`src/hw/rtl/cau_pkg.sv`:
```
// Shared types and constants for the complex arithmetic unit.
package cau_pkg;

	localparam int FIELD_W = 16;

	typedef enum logic [1:0] {
		OP_ADD = 2'd0,
		OP_SUB = 2'd1,
		OP_MUL = 2'd2,
		OP_DIV = 2'd3
	} op_t;

	typedef struct packed {
		op_t                       req_type;
		logic signed [FIELD_W-1:0] a_real;
		logic signed [FIELD_W-1:0] a_imag;
		logic signed [FIELD_W-1:0] b_real;
		logic signed [FIELD_W-1:0] b_imag;
	} req_t;

	typedef struct packed {
		logic signed [FIELD_W-1:0] res_real;
		logic signed [FIELD_W-1:0] res_imag;
		logic                      saturated;
		logic                      div_by_zero;
	} rsp_t;

endpackage

```
`src/hw/rtl/cau_div_stage.sv`:
```
// One restoring-division step for both quotient parts, registered.
module cau_div_stage import cau_pkg::*; #(
	parameter int DW   = 16,
	parameter int FRAC = 8,
	parameter int BIT  = 0
) (
	input  logic            clk,
	input  logic            arst_n,
	input  logic            en,
	input  logic            v_i,
	input  op_t             op_i,
	input  logic            dz_i,
	input  logic            neg_re_i,
	input  logic [2*DW-1:0] mag_re_i,
	input  logic            neg_im_i,
	input  logic [2*DW-1:0] mag_im_i,
	input  logic [2*DW-1:0] den_i,
	input  logic [2*DW-1:0] rem_re_i,
	input  logic [2*DW-1:0] rem_im_i,
	input  logic [DW-1:0]   q_re_i,
	input  logic [DW-1:0]   q_im_i,
	input  logic            ovf_re_i,
	input  logic            ovf_im_i,
	output logic            v_o,
	output op_t             op_o,
	output logic            dz_o,
	output logic            neg_re_o,
	output logic [2*DW-1:0] mag_re_o,
	output logic            neg_im_o,
	output logic [2*DW-1:0] mag_im_o,
	output logic [2*DW-1:0] den_o,
	output logic [2*DW-1:0] rem_re_o,
	output logic [2*DW-1:0] rem_im_o,
	output logic [DW-1:0]   q_re_o,
	output logic [DW-1:0]   q_im_o,
	output logic            ovf_re_o,
	output logic            ovf_im_o
);

	localparam int MW = 2 * DW;

	logic           bit_re, bit_im;
	logic [MW:0]    try_re, try_im, dif_re, dif_im;
	logic           ge_re, ge_im;

	generate
		if (BIT >= FRAC) begin : g_num
			assign bit_re = mag_re_i[BIT-FRAC];
			assign bit_im = mag_im_i[BIT-FRAC];
		end else begin : g_pad
			assign bit_re = 1'b0;
			assign bit_im = 1'b0;
		end
	endgenerate

	always_comb begin
		try_re = {rem_re_i, bit_re};
		try_im = {rem_im_i, bit_im};
		dif_re = try_re - {1'b0, den_i};
		dif_im = try_im - {1'b0, den_i};
		ge_re  = try_re >= {1'b0, den_i};
		ge_im  = try_im >= {1'b0, den_i};
	end

	always_ff @(posedge clk or negedge arst_n) begin
		if (!arst_n) begin
			v_o <= 1'b0;
		end else if (en) begin
			v_o <= v_i;
		end
	end

	always_ff @(posedge clk) begin
		if (en) begin
			op_o     <= op_i;
			dz_o     <= dz_i;
			neg_re_o <= neg_re_i;
			neg_im_o <= neg_im_i;
			mag_re_o <= mag_re_i;
			mag_im_o <= mag_im_i;
			den_o    <= den_i;
			rem_re_o <= ge_re ? dif_re[MW-1:0] : try_re[MW-1:0];
			rem_im_o <= ge_im ? dif_im[MW-1:0] : try_im[MW-1:0];
			q_re_o   <= {q_re_i[DW-2:0], ge_re};
			q_im_o   <= {q_im_i[DW-2:0], ge_im};
			ovf_re_o <= ovf_re_i | q_re_i[DW-1];
			ovf_im_o <= ovf_im_i | q_im_i[DW-1];
		end
	end

endmodule

```
`config.mk`:
```
export PLATFORM = sky130hd
export DESIGN_NAME = cau_div_stage
export DESIGN_NICKNAME = d
export VERILOG_FILES = /design/src/hw/rtl/cau_pkg.sv /design/src/hw/rtl/cau_div_stage.sv
export SDC_FILE = /design/constraint.sdc
export NUM_CORES = 1
export LEC_CHECK = 0
export BUFFER_PORTS_ARGS = -buffer_cell sky130_fd_sc_hd__buf_2
export CORE_MARGIN = 8
export CORE_UTILIZATION = 35
export DETAILED_ROUTE_END_ITERATION = 12
export PLACE_DENSITY = 0.66
export SLEW_MARGIN = 20
export SYNTH_ARGS = -nofsm -noshare
export SYNTH_HDL_FRONTEND = slang
export SYNTH_SLANG_ARGS = --single-unit
```
`constraint.sdc`:
```
create_clock -name clk -period 2.58 [get_ports clk]
set_clock_uncertainty 0.2 [all_clocks]
set_input_delay 0.258 -clock clk [delete_from_list [all_inputs] [get_ports clk]]
set_output_delay 0.258 -clock clk [all_outputs]
set_load 0.005 [all_outputs]
```
==> out/summary.md <==
### Route
• total DRC errors in the routed layout: 0
• post-detailed-routing wire length: 41800 um
• number of DRC markers after the initial detailed-route iteration: 460
• Via-to-Cell Ratio: 4.92
• Wirelength per Cell: 20.1 um
• remaining antenna violation count after routing: 0
• Vias: 10300
• Initial DRT Pass Iterations: 5

### Place
• placed cell count: 1833
• routability congestion estimate from global placement: 0.899
• IO buf count: 402
• final HPWL from detailed placement: 29300 um
• worst slack, placed: -0.844 ns

### Clock network
• count of clock tree sinks: 200
• largest buffer count on any clock path: 2
• CTS tree: done
• insertion delay to the later sink of the worst-skew pair: 0.44 ns
• number of H-tree branching levels: 4
• Clk pin slew, worst setup/hold paths: 0.09 ns
• cell at the root of the clock tree: sky130_fd_sc_hd__clkbuf_16
• Num CTS Buffers: 17

### Global route
• largest net degree at the start of global routing: 60
• global route overflow: 0
• number of antenna violations at the first check in global routing: 8
• total routing usage reported by global routing: 22.0%
• number of global-route vias before repair: 10800
• global-route wire length before repair: 60900 um

### Cells and area
• footprint of the flip-flops and latches: 6000 um2
• core utilization of the finished layout: 61.9%
• share of layout cells above drive strength 1: 50.1%
• number of cells in the finished layout apart from fillers: 2084
• net count reported at finish: 1946
• synth-to-layout area growth: 75.1%
• footprint of the multi-input gates: 4860 um2
• number of filler cells placed in the layout: 2286

### Worst setup path
• peak fanout along the critical path: 11
• Reg-to-Reg Start: v_o
• type of origin of the critical path: input port
• worst reg-to-reg setup slack: 1.60 ns
• required time of the critical path: 2.57 ns
• type of the setup path with the least slack: in2reg
• number of buffers and inverters on the critical path: 4
• cell occurring most often along the worst timing path: sky130_fd_sc_hd__a21oi_4
• Arr. time, crit path: 2.69 ns
• critical path, cell by cell: buf_8, inv_6, ha_4, a21o_1, or4_4, a21oi_4, o21ai_2, a31oi_4, o21bai_4, a21oi_4, inv_4, buf_12, mux2_4
• Setup crit end kind: register
• CP max-delay cell: sky130_fd_sc_hd__or4_4
• largest delay contributor family on the critical path: compound AO/OA/AOI/OAI gates
• critical path's largest stage delay: 0.55 ns
• cell depth of the worst flop-to-flop path: 1
• r2r endpoint: v_o

### Yosys
• sequential element share of the synthesized area: 57.4%
• number of distinct standard cells referenced by the synthesized netlist: 65
• synthesized-area fraction occupied by adder cells: 8.04%
• mux contribution to synthesized area: 4.52%
• area of the mapped netlist: 10500 um2
• combinational family with the most area after synthesis: compound AO/OA/AOI/OAI gates
• synthesized instance count: 840
• simple logic cell fraction of the synthesized area: 7.85%
• synth warn: 0
• register bit total from synthesis: 200
• mean instance size in the synthesized netlist: 12.4 um2
• post-synthesis compound-gate area fraction: 14.5%
• number of nets produced by synthesis: 1109
• area share of xor/xnor cells in the synthesized design: 4.44%
• count of flip-flops with a built-in enable after synthesis: 199
• primary flip-flop cell chosen by synthesis mapping: sky130_fd_sc_hd__edfxtp_1
• Post-synth ARST share: 0.500%

### Floorplan
• overall die width: 189 um
• chip height: 189 um
• initial core utilization: 35.4%
• placeable core area: 29600 um2
• number of placement rows: 63
• die area: 35700 um2
• Top Ports: 403

### STA
• post-route worst hold slack: 0.0190 ns
• final clock period utilization by the worst path: 104%
• clock period minus worst slack: 2.70 ns
• final worst-path setup slack: -0.115 ns
• fmax: 371 MHz
• final setup violation count: 43
• setup repair after global routing missed its margin: yes
• Pins Over Slew Limit: 0
• relative slew slack: 67.4%
• slew at the pin closest to its max-slew limit: 0.485 ns
• count of final hold-check violations: 0

### Power
• overall power of the completed layout: 9.90 mW
• peak supply drop: 376 uV
• total leakage power: 8.24 nW
• ratio of total power to cell area: 541 nW/um2

### Run status
• run status: finished with violations
• violations in the final reports: setup timing

### Run
• number of maximum-capacitance violations: 0

### Min path
• Hold Path Cell Cnt: 4
• Min-Delay Endpoint: rem_im_o[20]
• launch point of the worst hold path: rem_im_i[19]
• path category of the worst min-delay check: in2reg

==> sequential cells by signal, indices dropped and copies added (netlist names) <==
name / cells
den_o: 32
mag_im_o: 32
mag_re_o: 32
rem_im_o: 32
rem_re_o: 32
q_im_o: 16
q_re_o: 16
op_o: 2
dz_o: 1
neg_im_o: 1
neg_re_o: 1
ovf_im_o: 1
ovf_re_o: 1
v_o: 1
==> metrics by stage <==
step / instance area (um2) / setup TNS [ns]
CTS: 17600 / -2.09
finish: 18300 / -3.30
detailed placement: 14700 / -42.12
floorplan: 10600 / -14.42
global placement: 14700 / -39.45
global route: 18300 / -7.04
==> cells in the mapped netlist (4+ instances only) <==
master                     count  area (um2)
sky130_fd_sc_hd__inv_1        54         203
sky130_fd_sc_hd__o21bai_1     10        75.1
sky130_fd_sc_hd__buf_2         6        30.0
sky130_fd_sc_hd__and2_1        8        50.1
sky130_fd_sc_hd__nand3_1      15        75.1
sky130_fd_sc_hd__a21o_1       33         248
sky130_fd_sc_hd__nand2_1      64         240
sky130_fd_sc_hd__xor2_1       25         219
sky130_fd_sc_hd__ha_1         64         801
sky130_fd_sc_hd__and3_1        6        37.5
sky130_fd_sc_hd__edfxtp_1    199        5980
sky130_fd_sc_hd__o21ai_1      39         195
sky130_fd_sc_hd__o21ai_0      17        85.1
sky130_fd_sc_hd__a21oi_1      66         330
sky130_fd_sc_hd__o31ai_1       7        52.6
sky130_fd_sc_hd__mux2_4       28         420
sky130_fd_sc_hd__o21a_1        5        37.5
sky130_fd_sc_hd__nor3_1        4        20.0
sky130_fd_sc_hd__o211ai_1      4        30.0
sky130_fd_sc_hd__xnor2_1      28         245
sky130_fd_sc_hd__clkbuf_1     17        63.8
sky130_fd_sc_hd__a21boi_0      5        37.5
sky130_fd_sc_hd__and4_1        4        35.0
sky130_fd_sc_hd__a31oi_1       6        37.5
sky130_fd_sc_hd__nor2_1       38         143
sky130_fd_sc_hd__nor2b_1       8        50.1
sky130_fd_sc_hd__a211oi_1      6        45.0
sky130_fd_sc_hd__nand4_1      12        75.1
==> final cells by class <==
| cell class | count | area share [%] |
|---|---|---|
| timing repair buffer | 845 | 33.4 |
| sequential | 200 | 32.8 |
| multi-input combinational | 556 | 26.5 |
| tap | 390 | 2.67 |
| clock buffer | 17 | 2.32 |
| inverter | 57 | 1.25 |
| clock inverter | 14 | 0.984 |
| antenna | 5 | 0.0683 |
==> cell families after synthesis <==
group | Yosys count
compound gates | 232
mux | 33
buf+inv | 84
flops | 200
xor+xnor | 53
fa+ha+maj | 66
simple gates | 172
==> layout by cell type (no fill, tap or decap), drive strengths merged, types with 5 or more instances in the layout <==
| master | Yosys | routed |
|---|---|---|
| buf | 10 | 649 |
| edfxtp | 199 | 199 |
| dlygate4sd3 | 0 | 191 |
| a21oi | 68 | 68 |
| nand2 | 64 | 64 |
| inv | 57 | 64 |
| ha | 64 | 64 |
| o21ai | 57 | 57 |
| nor2 | 38 | 38 |
| a21o | 33 | 33 |
| mux2 | 30 | 30 |
| xnor2 | 28 | 28 |
| xor2 | 25 | 25 |
| clkbuf | 17 | 22 |
| nand3 | 15 | 15 |
| nand4 | 12 | 12 |
| o21bai | 11 | 11 |
| and2 | 8 | 8 |
| nor2b | 8 | 8 |
| a21boi | 8 | 8 |
| clkinv | 0 | 7 |
| o31ai | 7 | 7 |
| a31oi | 7 | 7 |
| a211oi | 6 | 6 |
| and3 | 6 | 6 |
| diode | 0 | 5 |
| o21a | 5 | 5 |
==> metal layers <==
layer	track usage (%)	part of all wire (%)
met1	23.1	36
met2	41.7	54
met3	5.46	6.5
met4	7.73	3.2
met5	0	0.055
==> worst max-delay path by stage <==
stage	from	end	slack [ns]	cells after the start
final	den_i[6]	rem_re_o[7]	-0.12	13
after global routing	den_i[6]	rem_re_o[24]	-0.17	13
after CTS	den_i[6]	rem_re_o[7]	-0.08	13
after detailed placement	den_i[0]	rem_re_o[28]	-0.84	11
after global placement	den_i[0]	rem_re_o[26]	-0.85	11
after floorplan	rem_re_i[5]	rem_re_o[10]	-0.38	11
==> timing repair <==
action,CTS,global route
endpoints found under the setup margin,63,62
pin swaps,15,56
resized for setup,53,113
gates cloned,1,7
hold buffers,190,1
endpoints found under the hold margin,187,1
buffers inserted,10,6
==> power by group <==
group          internal, mW  switching (mW)  total, mW  leakage, nW
registers              3.99           0.104       4.09         1.96
clock network          1.32            1.44       2.76        0.293
logic                  1.64            1.41       3.05         5.99
Note: power is estimated with default switching activity, not from simulation.
