[src/hw/rtl/cau_pkg.sv]
// Shared types and constants for the complex arithmetic unit.
package cau_pkg;

	localparam int FIELD_W = 16;

	typedef enum logic [1:0] {
		OP_ADD = 2'd0,
		OP_SUB = 2'd1,
		OP_MUL = 2'd2,
		OP_DIV = 2'd3
	} op_t;

	typedef struct packed {
		op_t                       req_type;
		logic signed [FIELD_W-1:0] a_real;
		logic signed [FIELD_W-1:0] a_imag;
		logic signed [FIELD_W-1:0] b_real;
		logic signed [FIELD_W-1:0] b_imag;
	} req_t;

	typedef struct packed {
		logic signed [FIELD_W-1:0] res_real;
		logic signed [FIELD_W-1:0] res_imag;
		logic                      saturated;
		logic                      div_by_zero;
	} rsp_t;

endpackage

[src/hw/rtl/cau_front.sv]
// Front pipeline: products, sums and sign-magnitude conversion (three stages).
module cau_front import cau_pkg::*; #(
	parameter int DW   = 16,
	parameter int FRAC = 8
) (
	input  logic            clk,
	input  logic            arst_n,
	input  logic            en,
	input  logic            in_v,
	input  req_t            req,
	output logic            v_s3,
	output op_t             op_s3,
	output logic            dz_s3,
	output logic            neg_re_s3,
	output logic [2*DW-1:0] mag_re_s3,
	output logic            neg_im_s3,
	output logic [2*DW-1:0] mag_im_s3,
	output logic [2*DW-1:0] den_s3
);

	localparam int PW = 2 * DW;
	localparam int SW = 2 * DW + 1;

	logic [31:0] ar_w, ai_w, br_w, bi_w;
	logic signed [DW-1:0] ar, ai, br, bi;

	assign ar_w = {16'h0000, req.a_real};
	assign ai_w = {16'h0000, req.a_imag};
	assign br_w = {16'h0000, req.b_real};
	assign bi_w = {16'h0000, req.b_imag};
	assign ar   = ar_w[DW-1:0];
	assign ai   = ai_w[DW-1:0];
	assign br   = br_w[DW-1:0];
	assign bi   = bi_w[DW-1:0];

	// stage 1: multipliers and add/sub
	logic                 v_s1;
	op_t                  op_s1;
	logic signed [PW-1:0] rr_s1, ii_s1, ir_s1, ri_s1, bb_s1, dd_s1;
	logic signed [DW:0]   sr_s1, si_s1;

	always_ff @(posedge clk or negedge arst_n) begin
		if (!arst_n) begin
			v_s1 <= 1'b0;
		end else if (en) begin
			v_s1 <= in_v;
		end
	end

	always_ff @(posedge clk) begin
		if (en) begin
			op_s1 <= req.req_type;
			rr_s1 <= PW'(ar) * PW'(br);
			ii_s1 <= PW'(ai) * PW'(bi);
			ir_s1 <= PW'(ai) * PW'(br);
			ri_s1 <= PW'(ar) * PW'(bi);
			bb_s1 <= PW'(br) * PW'(br);
			dd_s1 <= PW'(bi) * PW'(bi);
			if (req.req_type == OP_SUB) begin
				sr_s1 <= (DW+1)'(ar) - (DW+1)'(br);
				si_s1 <= (DW+1)'(ai) - (DW+1)'(bi);
			end else begin
				sr_s1 <= (DW+1)'(ar) + (DW+1)'(br);
				si_s1 <= (DW+1)'(ai) + (DW+1)'(bi);
			end
		end
	end

	// stage 2: product sums and divisor norm
	logic                 v_s2;
	op_t                  op_s2;
	logic signed [SW-1:0] re_s2, im_s2;
	logic [PW-1:0]        den_s2;

	always_ff @(posedge clk or negedge arst_n) begin
		if (!arst_n) begin
			v_s2 <= 1'b0;
		end else if (en) begin
			v_s2 <= v_s1;
		end
	end

	always_ff @(posedge clk) begin
		if (en) begin
			op_s2  <= op_s1;
			den_s2 <= PW'(bb_s1) + PW'(dd_s1);
			unique case (op_s1)
				OP_MUL: begin
					re_s2 <= SW'(rr_s1) - SW'(ii_s1);
					im_s2 <= SW'(ir_s1) + SW'(ri_s1);
				end
				OP_DIV: begin
					re_s2 <= SW'(rr_s1) + SW'(ii_s1);
					im_s2 <= SW'(ir_s1) - SW'(ri_s1);
				end
				default: begin
					re_s2 <= SW'(sr_s1);
					im_s2 <= SW'(si_s1);
				end
			endcase
		end
	end

	// stage 3: rescale and sign-magnitude
	logic signed [SW-1:0] re_sh, im_sh, re_abs, im_abs;

	always_comb begin
		if (op_s2 == OP_MUL) begin
			re_sh = re_s2 >>> FRAC;
			im_sh = im_s2 >>> FRAC;
		end else begin
			re_sh = re_s2;
			im_sh = im_s2;
		end
		re_abs = re_sh[SW-1] ? -re_sh : re_sh;
		im_abs = im_sh[SW-1] ? -im_sh : im_sh;
	end

	always_ff @(posedge clk or negedge arst_n) begin
		if (!arst_n) begin
			v_s3 <= 1'b0;
		end else if (en) begin
			v_s3 <= v_s2;
		end
	end

	always_ff @(posedge clk) begin
		if (en) begin
			op_s3     <= op_s2;
			dz_s3     <= (op_s2 == OP_DIV) && (den_s2 == '0);
			neg_re_s3 <= re_sh[SW-1];
			neg_im_s3 <= im_sh[SW-1];
			mag_re_s3 <= re_abs[PW-1:0];
			mag_im_s3 <= im_abs[PW-1:0];
			den_s3    <= den_s2;
		end
	end

endmodule

[config.mk]
export PLATFORM = sky130hd
export DESIGN_NAME = cau_front
export DESIGN_NICKNAME = d
export VERILOG_FILES = /design/src/hw/rtl/cau_pkg.sv /design/src/hw/rtl/cau_front.sv
export SDC_FILE = /design/constraint.sdc
export NUM_CORES = 2
export LEC_CHECK = 0
export BUFFER_PORTS_ARGS = -buffer_cell sky130_fd_sc_hd__buf_4
export CORE_ASPECT_RATIO = 0.75
export CORE_MARGIN = 8
export CORE_UTILIZATION = 40
export CTS_BUF_LIST = sky130_fd_sc_hd__clkbuf_16
export CTS_CLUSTER_DIAMETER = 50
export CTS_CLUSTER_SIZE = 24
export DETAILED_ROUTE_END_ITERATION = 8
export GPL_TIMING_DRIVEN = 0
export SYNTH_ARGS = -nofsm -noshare
export SYNTH_HDL_FRONTEND = slang
export SYNTH_SLANG_ARGS = --single-unit
[constraint.sdc]
create_clock -name clk -period 5.82 [get_ports clk]
set_input_delay 0.291 -clock clk [delete_from_list [all_inputs] [get_ports clk]]
set_output_delay 0.291 -clock clk [all_outputs]
set_load 0.01 [all_outputs]
==> results by group <==
Outcome
  – Status: finished with violations
  – Failing checks: negative setup slack

Detailed routing
  – Routed wire length: 310,000 µm
  – Post-route ant nets: 0
  – Vias: 62,645
  – Vias/cell: 5.43
  – First drt pass iteration count: 6
  – Wire per inst: 26.9 µm
  – DR iter-0 viols: 6,655
  – DRC Markers: 0

Setup path
  – CP Capture Type: register
  – CP Class: input port to register
  – Largest stage delay on the critical path: 0.59 ns
  – Buf/Inv on CP: 6
  – Worst Path Required: 6.29 ns
  – CP max stage cell: fa_2
  – CP Data Arrival Time: 6.47 ns
  – CP cell instances: buf_12 -> clkbuf_16 -> clkbuf_16 -> and2_4 -> fa_1 -> inv_2 -> fa_2 -> fa_2 -> fa_1 -> inv_1 -> fa_1 -> fa_2 -> ha_4 -> and3_4 -> a21boi_4 -> a21oi_4 -> a211oi_4 -> a211oi_4 -> o21ai_2 -> buf_6 -> nand4_1 -> a311o_1 -> xnor2_2
  – Maximum fanout along the worst path: 6
  – Top delay family on crit path: adder cells
  – Startpoint type of the worst setup path: input port

STA
  – Hold Fails Final Rpt: 0
  – Clock Skew: 0.0949 ns
  – Min Hold Slack: 0.0265 ns
  – Setup violations, final: 9
  – Worst rel slew slack: 0.185
  – Max Fclk: 167 MHz
  – RSZ-0062 raised after global routing: true
  – Final worst path period share: 1.03
  – Fin crit period: 5.99 ns
  – PnR worst setup slack: -0.172 ns
  – Setup TNS: -0.798 ns
  – Worst slew pin tran: 1.21 ns
  – Max Slew Vio Count: 0

Global routing
  – Grt met3 use: 0.102
  – Vias in the first global route: 64,725
  – Grt ovf: 0
  – Overall Global Routing Usage: 0.284
  – Global-route wire length before repair: 447,000 µm
  – Top Usage Layer GRT: met1
  – Met2 GRT Util: 0.396
  – Met1 usage: 0.408
  – Pin count of the biggest net entering global routing: 121
  – Initial antenna violation count: 40

Clock tree
  – CTS clock-pin slew for the worst setup and hold paths: 0.07 ns
  – Skew-Pair Late Insertion Delay: 0.73 ns
  – Clock Sinks: 430
  – CTS buffer count: 55
  – CTS root buf: clkbuf_16
  – Clock Tree Buf Depth: 3
  – H-Tree Level Count: 2
  – CTS tree: yes

Synthesis
  – Yosys reg bits: 430
  – Mux cell area share after synthesis: 0.0121
  – Synth unique cells: 86
  – Synth Flop Type: edfxtp_1
  – Synth Area in Compound Gates: 0.0697
  – Post-synthesis async set-or-reset flop share: 0.00698
  – Top cells by area, synth: fa_1 (38%), edfxtp_1 (16%), ha_1 (10%), inv_1 (8.6%), and2_1 (4.0%)
  – Synth top area share: 0.376
  – Mapped cell area: 80,900 µm²
  – XOR/XNOR Fraction of Synth Area: 0.0506
  – Post-Synth Simple-Gate Area: 0.129
  – Post-synthesis cell count: 8,383
  – Post-synth EDFFs: 427
  – Area share of fa/ha/maj cells after synthesis: 0.477
  – Synthesis warning total: 0
  – Post-Syn Nets: 10,627
  – Synth Area per Inst: 9.65 µm²
  – Post-synth top area cell: fa_1
  – Post-synthesis sequential area ratio: 0.159
  – Largest family of logic cells by synthesized area: adder cells

Final layout
  – Layout cell share with drive strength beyond 1: 0.134
  – Nets: 11,040
  – Non-Filler Instances: 11,544
  – Area delta synth->final: 17.1%
  – FILL cells: 19,058

Floorplanning
  – Initial Utilization: 0.401
  – Die Span Y: 405 µm
  – Die width: 535 µm
  – Core Box Area: 202,000 µm²
  – FP Rows: 143
  – Die area: 217,000 µm²
  – # IOs: 172

Place
  – HPWL Detailed: 254,000 µm
  – Placed cells: 11,234
  – RePlAce Congestion: 1.02
  – # port buffers: 165
  – Pre-CTS WS: -2.71 ns

Flow run
  – Max-cap violations: 0

Worst hold path
  – Min-delay worst type: input port to register
-- cell type report --
cell class	instances	area [µm²]	area share
multi-input combinational	5768	61900	0.654
sequential	430	12900	0.136
inverter	1865	7050	0.0745
buffer	301	3980	0.0420
timing repair buffer	375	3420	0.0361
tap	2682	3360	0.0354
clock buffer	55	1380	0.0145
clock inverter	47	651	0.00687
antenna	21	52.6	0.000555
-- state kept, by name, indices dropped and copies added, names as in the netlist, 32 cells and up --
| register | cells |
|---|---|
| im_s2 | 33 |
| re_s2 | 33 |
| den_s2 | 32 |
| den_s3 | 32 |
| ii_s1 | 32 |
| ir_s1 | 32 |
| mag_im_s3 | 32 |
| mag_re_s3 | 32 |
| ri_s1 | 32 |
| rr_s1 | 32 |
-- cell families after synthesis --
logic type | count (synthesis)
buffers and inverters | 2185
adders and majority gates | 2174
and+or+nand+nor | 2169
AOI/OAI and AO/OA | 864
xor gates and xnor gates | 467
DFF | 430
muxes | 94
-- per-layer routing --
layer / vias up / wire length, µm
met5: - / 228
met1: 32383 / 134000
met3: 496 / 39900
met2: 2908 / 124000
met4: 20 / 11900
li1: 26838 / -
-- timing repair --
action / in CTS / in global routing
endpoints found under the setup margin: 117 / 54
setup buffers: 117 / 74
endpoints found under the hold margin: 12 / 0
gates resized for setup: 806 / 348
pin swaps: 114 / 162
gates cloned: 0 / 4
hold buffers: 11 / 0
-- stage by stage --
| stage | utilization | instance area, µm² |
|---|---|---|
| floorplan | - | 81800 |
| global placement | 0.428 | 86400 |
| detailed placement | 0.429 | 86500 |
| CTS | 0.460 | 92900 |
| global route | 0.469 | 94700 |
| finish | 0.469 | 94700 |
-- path summary, 6_finish.rpt --
check,startpoint,endpoint,slack (ns),cells past startpoint
setup / recovery,req[4],ri_s1[31]$_DFFE_PP_,-0.17,23
hold / removal,en,op_s3[0]$_DFFE_PP_,0.03,1
setup reg to reg,op_s1[1]$_DFFE_PP_,im_s2[32]$_DFFE_PP_,0.20,15
hold reg to reg,den_s2[8]$_DFFE_PP_,den_s3[8]$_DFFE_PP_,0.45,0
max in group asynchronous,arst_n,v_s3$_DFFE_PN0P_,5.21,3
min in group asynchronous,arst_n,v_s1$_DFFE_PN0P_,0.46,3
-- Yosys cell counts, types with 29 or more instances --
library cell,instances
a211oi_1,46
a21o_1,121
a21oi_1,251
a31oi_1,29
and2_1,521
buf_1,38
clkbuf_1,276
edfxtp_1,427
fa_1,1518
ha_1,656
inv_1,1850
mux2_2,32
mux2i_1,62
nand2_1,803
nand2b_1,70
nand3_1,69
nor2_1,402
nor2b_1,43
nor3_1,102
nor4_1,29
o21a_1,37
o21ai_0,159
xnor2_1,330
xor2_1,137
-- placed cells by master, fill, tap and decap left out, types with 35 or more instances in the layout --
| cell type | synthesis | layout |
|---|---|---|
| nor2b_1 | 43 | 40 |
| xnor2_1 | 330 | 309 |
| mux2i_1 | 62 | 62 |
| o21a_1 | 37 | 37 |
| nand2b_1 | 70 | 70 |
| fa_2 | 0 | 58 |
| fa_1 | 1518 | 1460 |
| a21o_1 | 121 | 121 |
| inv_2 | 6 | 45 |
| clkbuf_1 | 276 | 38 |
| nor3_1 | 102 | 97 |
| and2_1 | 521 | 500 |
| nand2_1 | 803 | 791 |
| clkbuf_16 | 0 | 127 |
| ha_1 | 656 | 605 |
| a211oi_1 | 46 | 36 |
| clkbuf_4 | 0 | 35 |
| ha_4 | 0 | 40 |
| buf_4 | 1 | 315 |
| buf_6 | 3 | 56 |
| a21oi_1 | 251 | 211 |
| inv_1 | 1850 | 1803 |
| xor2_1 | 137 | 132 |
| nand3_1 | 69 | 62 |
| clkbuf_8 | 0 | 43 |
| nor2_1 | 402 | 386 |
| edfxtp_1 | 427 | 427 |
| o21ai_0 | 159 | 141 |
Power is left out: the tool's default activity adds up to more than one toggle a clock period on the data nets, which glitch-free logic cannot reach.
